--- config.mk ---
export PLATFORM = sky130hd
export DESIGN_NAME = plot_marker_rasterizer_unit_flat
export DESIGN_NICKNAME = d
export VERILOG_FILES = /design/src/pmr_pkg.sv /design/src/pmr_ifs.sv /design/src/pmr_in_stage.sv /design/src/pmr_dot_walker.sv /design/src/plot_marker_rasterizer_unit.sv /design/src/flat_wrapper.sv
export SDC_FILE = /design/constraint.sdc
export NUM_CORES = 1
export LEC_CHECK = 0
export ABC_CLOCK_PERIOD_IN_PS = 13600
export BUFFER_PORTS_ARGS = -buffer_cell sky130_fd_sc_hd__buf_4
export CORE_MARGIN = 8
export CORE_UTILIZATION = 40
export CTS_CLUSTER_SIZE = 12
export DETAILED_ROUTE_END_ITERATION = 16
export RECOVER_POWER = 50
export SLEW_MARGIN = 20
export SYNTH_ARGS = -nofsm -noshare
export SYNTH_HDL_FRONTEND = slang
export SYNTH_SLANG_ARGS = --single-unit
--- constraint.sdc ---
create_clock -name i_clk -period 13.6 [get_ports i_clk]
set_input_delay 1.36 -clock i_clk [delete_from_list [all_inputs] [get_ports i_clk]]
set_output_delay 1.36 -clock i_clk [all_outputs]
set_load 0.1 [all_outputs]
--- src/pmr_pkg.sv ---
// Package for the plot marker rasterizer: constants, types, marker offset tables.
`default_nettype none
package pmr_pkg;

    // Default page geometry
    localparam int C_PLOT_HEIGHT = 512;
    localparam int C_TOP_MARGIN  = 16;
    localparam int C_LEFT_MARGIN = 16;
    localparam int C_BAND_ROWS   = 256;
    localparam int C_BAND_COUNT  = 3;
    localparam int C_COL_UNITS   = 128;
    localparam int C_COL_FACTOR  = 6;

    // Largest dot pattern (box outline)
    localparam int C_MAX_DOTS = 20;

    // Width of the signed page coordinate math
    localparam int C_CW = 14;

    typedef enum logic [2:0] {
        SHP_SQUARE = 3'd0,
        SHP_XMARK  = 3'd1,
        SHP_POINT  = 3'd2,
        SHP_PLUS   = 3'd3,
        SHP_BOX    = 3'd4
    } t_shape;

    // Point word passed from the input stage to the dot walker
    typedef struct packed {
        logic signed [11:0] row;
        logic signed [11:0] col;
    } t_pt_word;

    // One marker dot offset
    typedef struct packed {
        logic              ok;
        logic signed [2:0] dr;
        logic signed [2:0] dc;
    } t_offs;

    // Offset tables in emission order, padded to the largest pattern
    localparam int SQ_DR [C_MAX_DOTS] = '{-1, -1, -1, 0, 0, 0, 1, 1, 1,
                                          0, 0, 0, 0, 0, 0, 0, 0, 0, 0, 0};
    localparam int SQ_DC [C_MAX_DOTS] = '{-1, 0, 1, -1, 0, 1, -1, 0, 1,
                                          0, 0, 0, 0, 0, 0, 0, 0, 0, 0, 0};
    localparam int XM_DR [C_MAX_DOTS] = '{1, 1, -1, -1, 0,
                                          0, 0, 0, 0, 0, 0, 0, 0, 0, 0, 0, 0, 0, 0, 0};
    localparam int XM_DC [C_MAX_DOTS] = '{-1, 1, -1, 1, 0,
                                          0, 0, 0, 0, 0, 0, 0, 0, 0, 0, 0, 0, 0, 0, 0};
    localparam int PL_DR [C_MAX_DOTS] = '{0, 0, 1, -1, 0,
                                          0, 0, 0, 0, 0, 0, 0, 0, 0, 0, 0, 0, 0, 0, 0};
    localparam int PL_DC [C_MAX_DOTS] = '{1, -1, 0, 0, 0,
                                          0, 0, 0, 0, 0, 0, 0, 0, 0, 0, 0, 0, 0, 0, 0};
    // Box: sides first, then top and bottom rows; corners appear twice
    localparam int BX_DR [C_MAX_DOTS] = '{-2, -2, -1, -1, 0, 0, 1, 1, 2, 2,
                                          2, -2, 2, -2, 2, -2, 2, -2, 2, -2};
    localparam int BX_DC [C_MAX_DOTS] = '{-2, 2, -2, 2, -2, 2, -2, 2, -2, 2,
                                          -2, -2, -1, -1, 0, 0, 1, 1, 2, 2};

    // Offset of dot k of the given shape; ok is low past the pattern end
    function automatic t_offs pmr_offset(t_shape shape, logic [4:0] k);
        t_offs o;
        o = '0;
        case (shape)
            SHP_SQUARE: begin
                o.ok = (k < 5'd9);
                o.dr = 3'(SQ_DR[k]);
                o.dc = 3'(SQ_DC[k]);
            end
            SHP_XMARK: begin
                o.ok = (k < 5'd5);
                o.dr = 3'(XM_DR[k]);
                o.dc = 3'(XM_DC[k]);
            end
            SHP_POINT: begin
                o.ok = (k == 5'd0);
            end
            SHP_PLUS: begin
                o.ok = (k < 5'd5);
                o.dr = 3'(PL_DR[k]);
                o.dc = 3'(PL_DC[k]);
            end
            SHP_BOX: begin
                o.ok = (k < 5'd20);
                o.dr = 3'(BX_DR[k]);
                o.dc = 3'(BX_DC[k]);
            end
            default: begin
                o = '0;
            end
        endcase
        return o;
    endfunction

endpackage
`default_nettype wire

--- src/pmr_ifs.sv ---
// Stream interfaces for plot points in and page dots out.
`default_nettype none
interface pmr_pt_if;
    logic               valid;
    logic               ready;
    logic signed [11:0] point_row;
    logic signed [11:0] point_col;
    logic               first_point;

    modport source (output valid, output point_row, output point_col,
                    output first_point, input ready);
    modport sink   (input valid, input point_row, input point_col,
                    input first_point, output ready);
endinterface

interface pmr_dot_if;
    logic       valid;
    logic       ready;
    logic [9:0] dot_row;
    logic [9:0] dot_col;
    logic [1:0] band;
    logic       last_dot;

    modport source (output valid, output dot_row, output dot_col,
                    output band, output last_dot, input ready);
    modport sink   (input valid, input dot_row, input dot_col,
                    input band, input last_dot, output ready);
endinterface
`default_nettype wire

--- src/pmr_in_stage.sv ---
// Input register with repeated-point filter and previous-point state.
`default_nettype none
module pmr_in_stage (
    input  wire              i_clk,
    input  wire              i_rst_n,
    pmr_pt_if.sink           i_pt,
    output logic             o_vld,
    output pmr_pkg::t_pt_word o_word,
    input  wire              i_rdy
);
    import pmr_pkg::*;

    logic     r_vld;
    t_pt_word r_word;
    logic [11:0] r_prev_row;
    logic [11:0] r_prev_col;

    logic accept;
    logic draw;

    // Take a word whenever the register is empty or being drained
    assign i_pt.ready = !r_vld || i_rdy;
    assign accept     = i_pt.valid && i_pt.ready;

    // A repeat of the previous point is dropped unless it starts a set
    assign draw = i_pt.first_point ||
                  (i_pt.point_row != r_prev_row) || (i_pt.point_col != r_prev_col);

    always_ff @(posedge i_clk) begin
        if (!i_rst_n) begin
            r_vld      <= 1'b0;
            r_prev_row <= '0;
            r_prev_col <= '0;
        end else if (accept) begin
            r_vld      <= draw;
            r_prev_row <= i_pt.point_row;
            r_prev_col <= i_pt.point_col;
        end else if (i_rdy) begin
            r_vld <= 1'b0;
        end
    end

    // Payload, no reset
    always_ff @(posedge i_clk) begin
        if (accept) begin
            r_word.row <= i_pt.point_row;
            r_word.col <= i_pt.point_col;
        end
    end

    assign o_vld  = r_vld;
    assign o_word = r_word;

endmodule
`default_nettype wire

--- src/pmr_dot_walker.sv ---
// Expands a point into its marker's on-page dot words, one per cycle unless stalled.
`default_nettype none
module pmr_dot_walker #(
    parameter int PLOT_HEIGHT = pmr_pkg::C_PLOT_HEIGHT,
    parameter int TOP_MARGIN  = pmr_pkg::C_TOP_MARGIN,
    parameter int LEFT_MARGIN = pmr_pkg::C_LEFT_MARGIN,
    parameter int BAND_ROWS   = pmr_pkg::C_BAND_ROWS,
    parameter int BAND_COUNT  = pmr_pkg::C_BAND_COUNT,
    parameter int COL_UNITS   = pmr_pkg::C_COL_UNITS
) (
    input  wire               i_clk,
    input  wire               i_rst_n,
    input  wire pmr_pkg::t_shape i_shape,
    input  wire               i_vld,
    input  wire pmr_pkg::t_pt_word i_word,
    output logic              o_rdy,
    pmr_dot_if.source         o_dot
);
    import pmr_pkg::*;

    localparam logic signed [C_CW-1:0] C_ROW_BASE = C_CW'(PLOT_HEIGHT + TOP_MARGIN);
    localparam logic signed [C_CW-1:0] C_COL_BASE = C_CW'(LEFT_MARGIN);
    localparam logic signed [C_CW-1:0] C_ROW_MAX  = C_CW'(BAND_ROWS * BAND_COUNT);
    localparam logic signed [C_CW-1:0] C_COL_MAX  = C_CW'(COL_UNITS * C_COL_FACTOR);
    localparam logic signed [C_CW-1:0] C_BAND1    = C_CW'(BAND_ROWS);
    localparam logic signed [C_CW-1:0] C_BAND2    = C_CW'(2 * BAND_ROWS);

    logic [C_MAX_DOTS-1:0]   r_mask;
    logic signed [C_CW-1:0]  r_base_row;
    logic signed [C_CW-1:0]  r_base_col;
    logic                    r_out_vld;
    logic [9:0]              r_dot_row;
    logic [9:0]              r_dot_col;
    logic [1:0]              r_band;
    logic                    r_last;

    logic [C_MAX_DOTS-1:0]   n_mask;
    logic signed [C_CW-1:0]  ld_row;
    logic signed [C_CW-1:0]  ld_col;
    logic signed [C_CW-1:0]  rr [5];
    logic signed [C_CW-1:0]  cc [5];
    logic [4:0]              row_ok;
    logic [4:0]              col_ok;
    logic [C_MAX_DOTS-1:0]   ld_mask;
    t_offs                   ld_off;

    logic [4:0]              idx;
    logic [C_MAX_DOTS-1:0]   rest;
    t_offs                   cur_off;
    logic signed [C_CW-1:0]  dot_r;
    logic signed [C_CW-1:0]  dot_c;
    logic [1:0]              band;
    logic                    out_free;
    logic                    emit;
    logic                    load;
    logic                    walk_free;

    // Base page position of the point, before the marker offset
    assign ld_row = C_ROW_BASE - {{(C_CW-12){i_word.row[11]}}, i_word.row};
    assign ld_col = {{(C_CW-12){i_word.col[11]}}, i_word.col} + C_COL_BASE;

    // Page bounds per offset -2..2, then the kept-dot mask of the shape
    always_comb begin
        ld_off = '0;
        for (int i = 0; i < 5; i++) begin
            rr[i]     = ld_row + C_CW'(2 - i);
            cc[i]     = ld_col + C_CW'(i - 2);
            row_ok[i] = !rr[i][C_CW-1] && (rr[i] <= C_ROW_MAX);
            col_ok[i] = !cc[i][C_CW-1] && (cc[i] <= C_COL_MAX);
        end
        for (int k = 0; k < C_MAX_DOTS; k++) begin
            ld_off     = pmr_offset(i_shape, 5'(k));
            // offset -2..2 maps to bound slot 0..4, taken as an unsigned index
            ld_mask[k] = ld_off.ok && row_ok[3'($unsigned(ld_off.dr) + 3'd2)]
                                   && col_ok[3'($unsigned(ld_off.dc) + 3'd2)];
        end
    end

    // Lowest pending dot goes next
    always_comb begin
        idx = '0;
        for (int k = C_MAX_DOTS - 1; k >= 0; k--) begin
            if (r_mask[k]) begin
                idx = 5'(k);
            end
        end
    end

    assign rest    = r_mask & ~(C_MAX_DOTS'(1) << idx);
    assign cur_off = pmr_offset(i_shape, idx);
    assign dot_r   = r_base_row - {{(C_CW-3){cur_off.dr[2]}}, cur_off.dr};
    assign dot_c   = r_base_col + {{(C_CW-3){cur_off.dc[2]}}, cur_off.dc};

    // Strip index by page row
    always_comb begin
        priority if (dot_r < C_BAND1) begin
            band = 2'd0;
        end else if (dot_r < C_BAND2) begin
            band = 2'd1;
        end else begin
            band = 2'd2;
        end
    end

    // Handshake between walker, input stage and output register
    assign out_free  = !r_out_vld || o_dot.ready;
    assign emit      = (r_mask != '0) && out_free;
    assign walk_free = (r_mask == '0) || (emit && (rest == '0));
    assign load      = i_vld && walk_free;
    assign o_rdy     = walk_free;

    always_comb begin
        if (load) begin
            n_mask = ld_mask;
        end else if (emit) begin
            n_mask = rest;
        end else begin
            n_mask = r_mask;
        end
    end

    always_ff @(posedge i_clk) begin
        if (!i_rst_n) begin
            r_mask    <= '0;
            r_out_vld <= 1'b0;
        end else begin
            r_mask <= n_mask;
            if (emit) begin
                r_out_vld <= 1'b1;
            end else if (o_dot.ready) begin
                r_out_vld <= 1'b0;
            end
        end
    end

    // Payload registers
    always_ff @(posedge i_clk) begin
        if (load) begin
            r_base_row <= ld_row;
            r_base_col <= ld_col;
        end
        if (emit) begin
            r_dot_row <= dot_r[9:0];
            r_dot_col <= dot_c[9:0];
            r_band    <= band;
            r_last    <= (rest == '0);
        end
    end

    assign o_dot.valid    = r_out_vld;
    assign o_dot.dot_row  = r_dot_row;
    assign o_dot.dot_col  = r_dot_col;
    assign o_dot.band     = r_band;
    assign o_dot.last_dot = r_last;

endmodule
`default_nettype wire

--- src/plot_marker_rasterizer_unit.sv ---
// Plot marker rasterizer: top level with the marker shape register.
//
// Each accepted point word turns into the on-page dot words of the configured
// marker (square, x mark, single point, plus, 5x5 box outline), in pattern
// order, with last_dot set on the final kept dot. The dot walker emits one dot
// word per cycle while the output is not stalled and holds a point for all of
// its kept dots: 1 to 20 (box outline). A point word is taken every cycle while
// the walker keeps up; a repeated point, an unused shape code or a marker
// wholly off the page yields no dot word. A point word passes the input
// register and the walker's dot mask before its first dot word leaves the
// output register. Write marker_shape only while the block is idle.
`default_nettype none
module plot_marker_rasterizer_unit #(
    parameter int PLOT_HEIGHT = pmr_pkg::C_PLOT_HEIGHT,
    parameter int TOP_MARGIN  = pmr_pkg::C_TOP_MARGIN,
    parameter int LEFT_MARGIN = pmr_pkg::C_LEFT_MARGIN,
    parameter int BAND_ROWS   = pmr_pkg::C_BAND_ROWS,
    parameter int BAND_COUNT  = pmr_pkg::C_BAND_COUNT,
    parameter int COL_UNITS   = pmr_pkg::C_COL_UNITS
) (
    input  wire        i_clk,
    input  wire        i_rst_n,
    input  wire        i_cfg_we,
    input  wire  [2:0] i_cfg_data,
    pmr_pt_if.sink     i_pt,
    pmr_dot_if.source  o_dot
);
    import pmr_pkg::*;

    t_shape   r_shape;
    logic     pt_vld;
    logic     pt_rdy;
    t_pt_word pt_word;

    // Marker shape register
    always_ff @(posedge i_clk) begin
        if (!i_rst_n) begin
            r_shape <= SHP_SQUARE;
        end else if (i_cfg_we) begin
            r_shape <= t_shape'(i_cfg_data);
        end
    end

    pmr_in_stage u_in (
        .i_clk   (i_clk),
        .i_rst_n (i_rst_n),
        .i_pt    (i_pt),
        .o_vld   (pt_vld),
        .o_word  (pt_word),
        .i_rdy   (pt_rdy)
    );

    pmr_dot_walker #(
        .PLOT_HEIGHT (PLOT_HEIGHT),
        .TOP_MARGIN  (TOP_MARGIN),
        .LEFT_MARGIN (LEFT_MARGIN),
        .BAND_ROWS   (BAND_ROWS),
        .BAND_COUNT  (BAND_COUNT),
        .COL_UNITS   (COL_UNITS)
    ) u_walk (
        .i_clk   (i_clk),
        .i_rst_n (i_rst_n),
        .i_shape (r_shape),
        .i_vld   (pt_vld),
        .i_word  (pt_word),
        .o_rdy   (pt_rdy),
        .o_dot   (o_dot)
    );

endmodule
`default_nettype wire

--- src/flat_wrapper.sv ---
// flat-port wrapper written by rule: the top's interface ports become plain ports
module plot_marker_rasterizer_unit_flat import pmr_pkg::*;
#(
    parameter int PLOT_HEIGHT = pmr_pkg::C_PLOT_HEIGHT,
    parameter int TOP_MARGIN  = pmr_pkg::C_TOP_MARGIN,
    parameter int LEFT_MARGIN = pmr_pkg::C_LEFT_MARGIN,
    parameter int BAND_ROWS   = pmr_pkg::C_BAND_ROWS,
    parameter int BAND_COUNT  = pmr_pkg::C_BAND_COUNT,
    parameter int COL_UNITS   = pmr_pkg::C_COL_UNITS
)
  (i_clk, i_rst_n, i_cfg_we, i_cfg_data, i_pt_valid, i_pt_point_row, i_pt_point_col, i_pt_first_point, i_pt_ready, o_dot_valid, o_dot_dot_row, o_dot_dot_col, o_dot_band, o_dot_last_dot, o_dot_ready);
  pmr_pt_if i_pt_i ();
  pmr_dot_if o_dot_i ();
  input  wire i_clk;
  input  wire i_rst_n;
  input  wire i_cfg_we;
  input  wire  [2:0] i_cfg_data;
  input wire logic [$bits(i_pt_i.valid)-1:0] i_pt_valid;
  input wire logic [$bits(i_pt_i.point_row)-1:0] i_pt_point_row;
  input wire logic [$bits(i_pt_i.point_col)-1:0] i_pt_point_col;
  input wire logic [$bits(i_pt_i.first_point)-1:0] i_pt_first_point;
  output wire logic [$bits(i_pt_i.ready)-1:0] i_pt_ready;
  output wire logic [$bits(o_dot_i.valid)-1:0] o_dot_valid;
  output wire logic [$bits(o_dot_i.dot_row)-1:0] o_dot_dot_row;
  output wire logic [$bits(o_dot_i.dot_col)-1:0] o_dot_dot_col;
  output wire logic [$bits(o_dot_i.band)-1:0] o_dot_band;
  output wire logic [$bits(o_dot_i.last_dot)-1:0] o_dot_last_dot;
  input wire logic [$bits(o_dot_i.ready)-1:0] o_dot_ready;
  assign i_pt_i.valid = i_pt_valid;
  assign i_pt_i.point_row = i_pt_point_row;
  assign i_pt_i.point_col = i_pt_point_col;
  assign i_pt_i.first_point = i_pt_first_point;
  assign i_pt_ready = i_pt_i.ready;
  assign o_dot_valid = o_dot_i.valid;
  assign o_dot_dot_row = o_dot_i.dot_row;
  assign o_dot_dot_col = o_dot_i.dot_col;
  assign o_dot_band = o_dot_i.band;
  assign o_dot_last_dot = o_dot_i.last_dot;
  assign o_dot_i.ready = o_dot_ready;
  plot_marker_rasterizer_unit #(.PLOT_HEIGHT(PLOT_HEIGHT), .TOP_MARGIN(TOP_MARGIN), .LEFT_MARGIN(LEFT_MARGIN), .BAND_ROWS(BAND_ROWS), .BAND_COUNT(BAND_COUNT), .COL_UNITS(COL_UNITS)) u_core (.i_clk(i_clk), .i_rst_n(i_rst_n), .i_cfg_we(i_cfg_we), .i_cfg_data(i_cfg_data), .i_pt(i_pt_i), .o_dot(o_dot_i));
endmodule
Word-level counts from Yosys, hierarchy flattened
Memories as Yosys holds them, arrays and structs flattened.
Index checks and enable logic that the tools add are counted.
{ "totals": {"in_bits": 33, "n_memories": 8, "elab_cells": 355, "output_inout_bits": 25, "ff_bits": 120, "romBits": 8192} }
{ "classes": {"n_reduce_logical": 79, "addsub": 50, "bitwise": 3, "eq_ne": 6, "mux": 143, "shifts": 1, "n_lt_le_gt_ge": 51} }
{ "mem_list": {"columns": ["name", "words", "word_bits", "read_ports", "rd_ports_with_merged_regs", "wr", "line", "rtl"], "rows": [
  ["(name not given)", 32, 32, 1, 0, 0, "pmr_pkg.sv:86", "o.dc = 3'(BX_DC[k]);"],
  ["(name not given)", 32, 32, 1, 0, 0, "pmr_pkg.sv:85", "o.dr = 3'(BX_DR[k]);"],
  ["(name not given)", 32, 32, 1, 0, 0, "pmr_pkg.sv:81", "o.dc = 3'(PL_DC[k]);"],
  ["(name not given)", 32, 32, 1, 0, 0, "pmr_pkg.sv:80", "o.dr = 3'(PL_DR[k]);"],
  ["(name not given)", 32, 32, 1, 0, 0, "pmr_pkg.sv:73", "o.dc = 3'(XM_DC[k]);"],
  ["(name not given)", 32, 32, 1, 0, 0, "pmr_pkg.sv:72", "o.dr = 3'(XM_DR[k]);"],
  ["2 more memories", null, null, null, null, null, null, null]
]} }
{ "op_table": {"columns": ["op", "count"], "rows": [
  ["$lt 3x4->1 const B", 38],
  ["$le 14x11->1 const B", 9],
  ["$mux 5", 25],
  ["$pmux 6 s4", 5],
  ["$bmux 1 s3", 38],
  ["$add 3x2->3 const B", 36],
  ["$logic_and 1x1->1", 52],
  ["$mux 3", 17],
  ["$mux 1", 46],
  ["$logic_not 20->1", 2],
  ["$mux 20", 2],
  ["$mux 6", 5],
  ["$add 13x2->14 const B", 2],
  ["$add 14x2->14 const B", 2],
  ["$ne 12x12->1", 2],
  ["$and 20x20->20", 1],
  ["$not 20->20", 1],
  ["$reduce_bool 20->1", 1],
  ["$shl 1x5->20 const A", 1],
  ["$pmux 4 s2", 2],
  ["$add 13x1->14 const B", 1],
  ["$add 13x3->14 const B", 1],
  ["$add 14x1->14 const B", 1],
  ["$add 14x3->14 const B", 1],
  ["23 further kinds", 42]
]} }

Logic depth before layout (Yosys ltp)
{ "depth": {"word_depth": 29, "depth_mapped": 26, "mapped_depth_nobuf": 26} }

Hierarchy
A second synthesis with hierarchy kept.
{ "unflattened": {"hier_cells": 965, "area_unflattened_um2": 8763.4} }
{ "by_module_without_submodules": {"columns": ["mod", "area_per_inst_um2", "n_inst", "seq_area_each_um2", "cells_per_inst"], "rows": [
  ["pmr_dot_walker", 6623.9, 1, 1801.7, 790],
  ["pmr_in_stage", 2030.7, 1, 1221.2, 166],
  ["plot_marker_rasterizer_unit", 108.9, 1, 60.1, 9]
]} }

Worst setup path after synthesis
No wires, ideal clock.
{ "synth_timing": {"path_type": "reg-to-reg", "startpoint": "reg u_core.u_walk.r_mask[19]", "endpoint": "reg u_core.u_walk.r_band[1] (netlist: u_core.u_walk.o_dot.band[1]) (data pin)", "slack_ns": 8.763, "arrival_time_ns": 4.572, "setup_ns": 0.265, "required_time_ns": 13.335, "path_stages_with_launch": 24, "cell_sequence": "dfxtp_1 -> nor2_1 -> o31ai_1 -> a211oi_1 -> o31ai_1 -> a211oi_1 -> or3_1 -> inv_1 -> ha_1 -> inv_1 -> o21ai_0 -> a21oi_1 -> o311a_1 -> a21oi_1 -> ha_1 -> a21o_1 -> a21oi_1 -> o21bai_1 -> a21oi_1 -> o21ai_0 -> a31oi_1 -> xnor2_1 -> nor4_1 -> nor2b_1"} }
{ "synth_between": {"elab_chain_cells": 28} }
{ "synth_rtl": {"columns": ["element", "line", "rtl"], "rows": [
  ["start, declared", "pmr_dot_walker.sv:28", "logic [C_MAX_DOTS-1:0] r_mask;"],
  ["start signal, assigned", "pmr_dot_walker.sv:127", "r_mask <= n_mask;"],
  ["$mux 5 * (20 in series)", "pmr_dot_walker.sv:83", "if (r_mask[k]) begin"],
  ["$not 5->6 (not written as such) *", null, null],
  ["$mem_v2 32x32 (on tied branches)", null, null],
  ["$mux 3 (on tied branches) (2 in series)", null, null],
  ["$pmux 6 s4 *", "pmr_pkg.sv:64", "case (shape)"],
  ["$sub 14x14->14 *", "pmr_dot_walker.sv:91", "assign dot_r = r_base_row - {{(C_CW-3){cur_off.dr[2]}}, cur_off.dr};"],
  ["$lt 14x11->1", "pmr_dot_walker.sv:98", "end else if (dot_r < C_BAND2) begin"],
  ["$mux 2", "pmr_dot_walker.sv:98", null],
  ["end signal, assigned", "pmr_dot_walker.sv:145", "r_band <= band;"],
  ["end, declared", "pmr_dot_walker.sv:34", "logic [1:0] r_band;"]
]} }
Mark *: on every way between the ends. The rest lies on a longest branch, timed or not. The select of a mux whose other input is x is not followed.
A chain may end at the register's enable or synchronous reset.

Worst setup path after layout
Ends and elaborated chain as after synthesis.

==> results.yml <==
global_route:
  grt_antenna_before_repair: 0
  track_usage_pct: 17.57
  grt_pass1_vias: 7410
  grt_pass1_wl_mm: 38.30
  grt_max_degree: 43
  grt_overflow_total: 0
timing:
  hold_viol: 0
  setup_viol: 0
  finalSetupTns_ps: 0
  max_slew.worst_pin.slew_ps: 2018
  rsz0062_at_grt: "false"
  fmax_mhz: 171.2
  fin_crit_sh_pct: 42.95
  worst_slack_ps: 7758
  max_slew_margin_pct: -34.50
  finalCriticalPeriod_ps: 5842
  finalMaxSlewViolations: 43
  skew_ps: 8.101
floorplanning:
  io_pins: 58
  core_sq_mm: 0.02176
  fp.dieW_um: 164.8
  start_util_pct: 40.71
  die_y_um: 164.8
  die_area_sq_mm: 0.02716
  rows: 54
placement:
  port_buffers: 57
  hpwl_mm: 17.81
  dp_slack_ps: 7794
  gp_congestion: 0.9159
logic_synthesis:
  synth-edff-count: 70
  yosys_warnings: 0
  ys_seq_area_share_pct: 34.81
  async_reset_ff_share_pct: 0
  synth_cell_types: 102
  netlist_area_sq_mm: 0.008857
  post-synth-top-count-cell: "nor2_1"
  syn_inst: 976
  synth_area_per_cell_sq_um: 9.075
  synth_top_area_share_pct: 23.73
  synth-seq-cells: 119
  synth_ff_type: "edfxtp_1"
  ys_top_cells_by_count: "nor2_1 (87), edfxtp_1 (70), a21oi_1 (60), nand2_1 (60), o21ai_0 (55)"
  yosysTopAreaCell: "edfxtp_1"
  syn_nets: 1055
  synthTopCellsByArea: "edfxtp_1 (24%), dfxtp_1 (11%), ha_1 (6.2%)"
pwr:
  netSwitchingPower_mw: 0.5884
  p_int_mw: 0.9099
  p_leak_nw: 3.641
  p_seq_share_pct: 31.7
  peakVddDrop_mv: 0.08680
  cellPowerDensity_mw_per_mm2: 152.5
  finalPower_mw: 1.498
  combinationalPowerShare_pct: 37.3
  swShare_pct: 39.27
  clockPowerShare_pct: 31.0
final_layout:
  nets: 1091
  drive_gt1_share_pct: 7.415
  multi_input_area_sq_mm: 0.005311
  num_antenna_cells: 0
  synthToLayoutAreaGrowth_pct: 10.93
  fin_util_pct: 45.16
  regArea_sq_mm: 0.003083
  nFillCells: 2220
route:
  first_pass_iters: 5
  ant_nets: 0
  drtIter0Drc: 705
  drc: 0
  viasPerCell: 5.772
  vias: 7533
  wl_per_cell_um: 18.05
  routed_wl_mm: 23.56
setup_path:
  critPathBufInv: 2
  cpMostUsedCell: "a21oi_1"
  cp-start-kind: "flip-flop"
  crit_required_ps: 13760
  path_class: "reg -> reg"
  worstSetupPathDepth: 23
  r2r_cells: 23
  crit_path_top_delay_cell: "a21oi_1"
  crit_family: "compound AO/OA/AOI/OAI gates"
  cp_cell_sequence: "nor2_1 > o31ai_1 > a211oi_1 > o31ai_1 > a211oi_1 > or3_1 > inv_1 > ha_1 > inv_1 > o21ai_0 > a21oi_1 > o311a_1 > a21oi_1 > ha_1 > a21o_1 > a21oi_1 > o21bai_1 > a21oi_1 > o21ai_0 > a31oi_1 > xnor2_1 > nor4_1 > nor2b_1"
  critPathMaxStageDelay_ps: 810
  worst_ep_arrival_time_ps: 6000
  crit_path_max_fanout: 12
  endpoint_kind: "flip-flop"
min_path:
  worstHoldPathCells: 2
  hold_path_class: "reg -> reg"
status:
  violations: "capacitance limit, slew limit"
  outcome: "finished with violations"
clock_network:
  path_clk_slew_ps: 60
  ctsResizeCount: 0
  post_cts_buffers: 0
  clock_sinks: 119
  clk_latency_ps: 410
  cts_buffers: 17
  cts_hold_buffers: 0
  ctsRootBufferMaster: "clkbuf_16"
  cts_tree: "done"
  cts-htree-levels: 4
  max-clock-path-buffers: 2
flow_run:
  drv_cap: 1
[registers in the layout, summed over array words and instances (netlist names), 2 cells and up]
register	count
u_core.r_shape	3
u_core.u_in.o_word	24
u_core.u_in.r_prev_col	12
u_core.u_in.r_prev_row	12
u_core.u_walk.o_dot.band	2
u_core.u_walk.o_dot.dot_col	10
u_core.u_walk.o_dot.dot_row	10
u_core.u_walk.r_base_col	10
u_core.u_walk.r_base_row	13
u_core.u_walk.r_mask	20
[through the flow]
step	hold slack [ps]	area [sq um]	cells
floorplan	424.4	8857	976
global placement	495.6	9472	1273
detailed placement	507.2	9472	1273
CTS	513.6	10080	1305
global route	551.4	9826	1305
finish	513.4	9826	1305
[power groups by stage]
stage               logic, mW  clock network (mW)  registers (mW)
floorplan               0.311                   0           0.628
global placement        0.581                   0           0.481
detailed placement      0.582                   0           0.482
CTS                     0.585               0.474           0.475
global route            0.607               0.489           0.481
finish                  0.559               0.465           0.475
[layer usage]
| layer | up-vias | global-route usage (%) | part of all wire, % |
|---|---|---|---|
| met2 | 204 | 27.48 | 45 |
| met3 | 35 | 2.792 | 5.4 |
| met4 | 0 | 7.248 | 2.1 |
| li1 | 3734 | - | - |
| met1 | 3560 | 23.76 | 48 |
| met5 | - | 0 | 0 |
[worst register-to-register path, cell delays in order (launching register included)]
cell,delay [ps]
dfxtp_1,390
nor2_1,70
o31ai_1,250
a211oi_1,120
o31ai_1,270
a211oi_1,140
or3_1,420
inv_1,200
ha_1,330
inv_1,120
o21ai_0,200
a21oi_1,70
o311a_1,180
a21oi_1,810
ha_1,420
a21o_1,180
a21oi_1,230
o21bai_1,90
a21oi_1,230
o21ai_0,180
a31oi_1,220
xnor2_1,80
nor4_1,290
nor2b_1,80
[cell families after synthesis]
logic type | synth area share [%]
AND/OR/NAND/NOR | 19.99
multiplexers | 3.772
adder cells (fa/ha/maj) | 6.668
AO/OA/AOI/OAI | 22.35
buffers and inverters | 4.506
flip-flops | 34.81
XOR/XNOR | 7.911
[path summary, 6_finish.rpt]
path                                          startpoint                           to  slack (ps)
worst min-delay path            u_core.u_walk.r_mask[18]     u_core.u_walk.r_mask[18]         510
worst min register to register  u_core.u_walk.r_mask[18]     u_core.u_walk.r_mask[18]         510
worst max-delay path            u_core.u_walk.r_mask[19]  u_core.u_walk.o_dot.band[1]        7760
worst max register to register  u_core.u_walk.r_mask[19]  u_core.u_walk.o_dot.band[1]        7760
[final cells by class]
type                    instances  area share (%)
inverters                      50           1.910
clock inverters                14           1.859
well taps                     280           3.566
clock buffers                  18           4.368
flip-flops and latches        119           31.38
multi-input cells             761           54.06
repair buffers                 63           2.865
[cells in the final DEF, fill, tap and decap left out, drive strengths merged, types with 7 or more instances in the layout]
cell type	instances
edfxtp	70
or4	7
nor3	27
and3	9
nand2b	11
a22oi	7
a21oi	61
a31oi	13
nand3	39
clkbuf	69
o211ai	13
nand2	60
and2	9
dfxtp	49
nor2b	9
nand4	16
o221ai	7
a211oi	14
buf	12
clkinv	9
xnor2	55
o21ai	60
xor2	22
nor2	87
inv	47
mux2i	30
ha	44
nor4	16
a21o	13
a21boi	8
o31ai	8
Note: power is estimated with default switching activity, not from simulation.
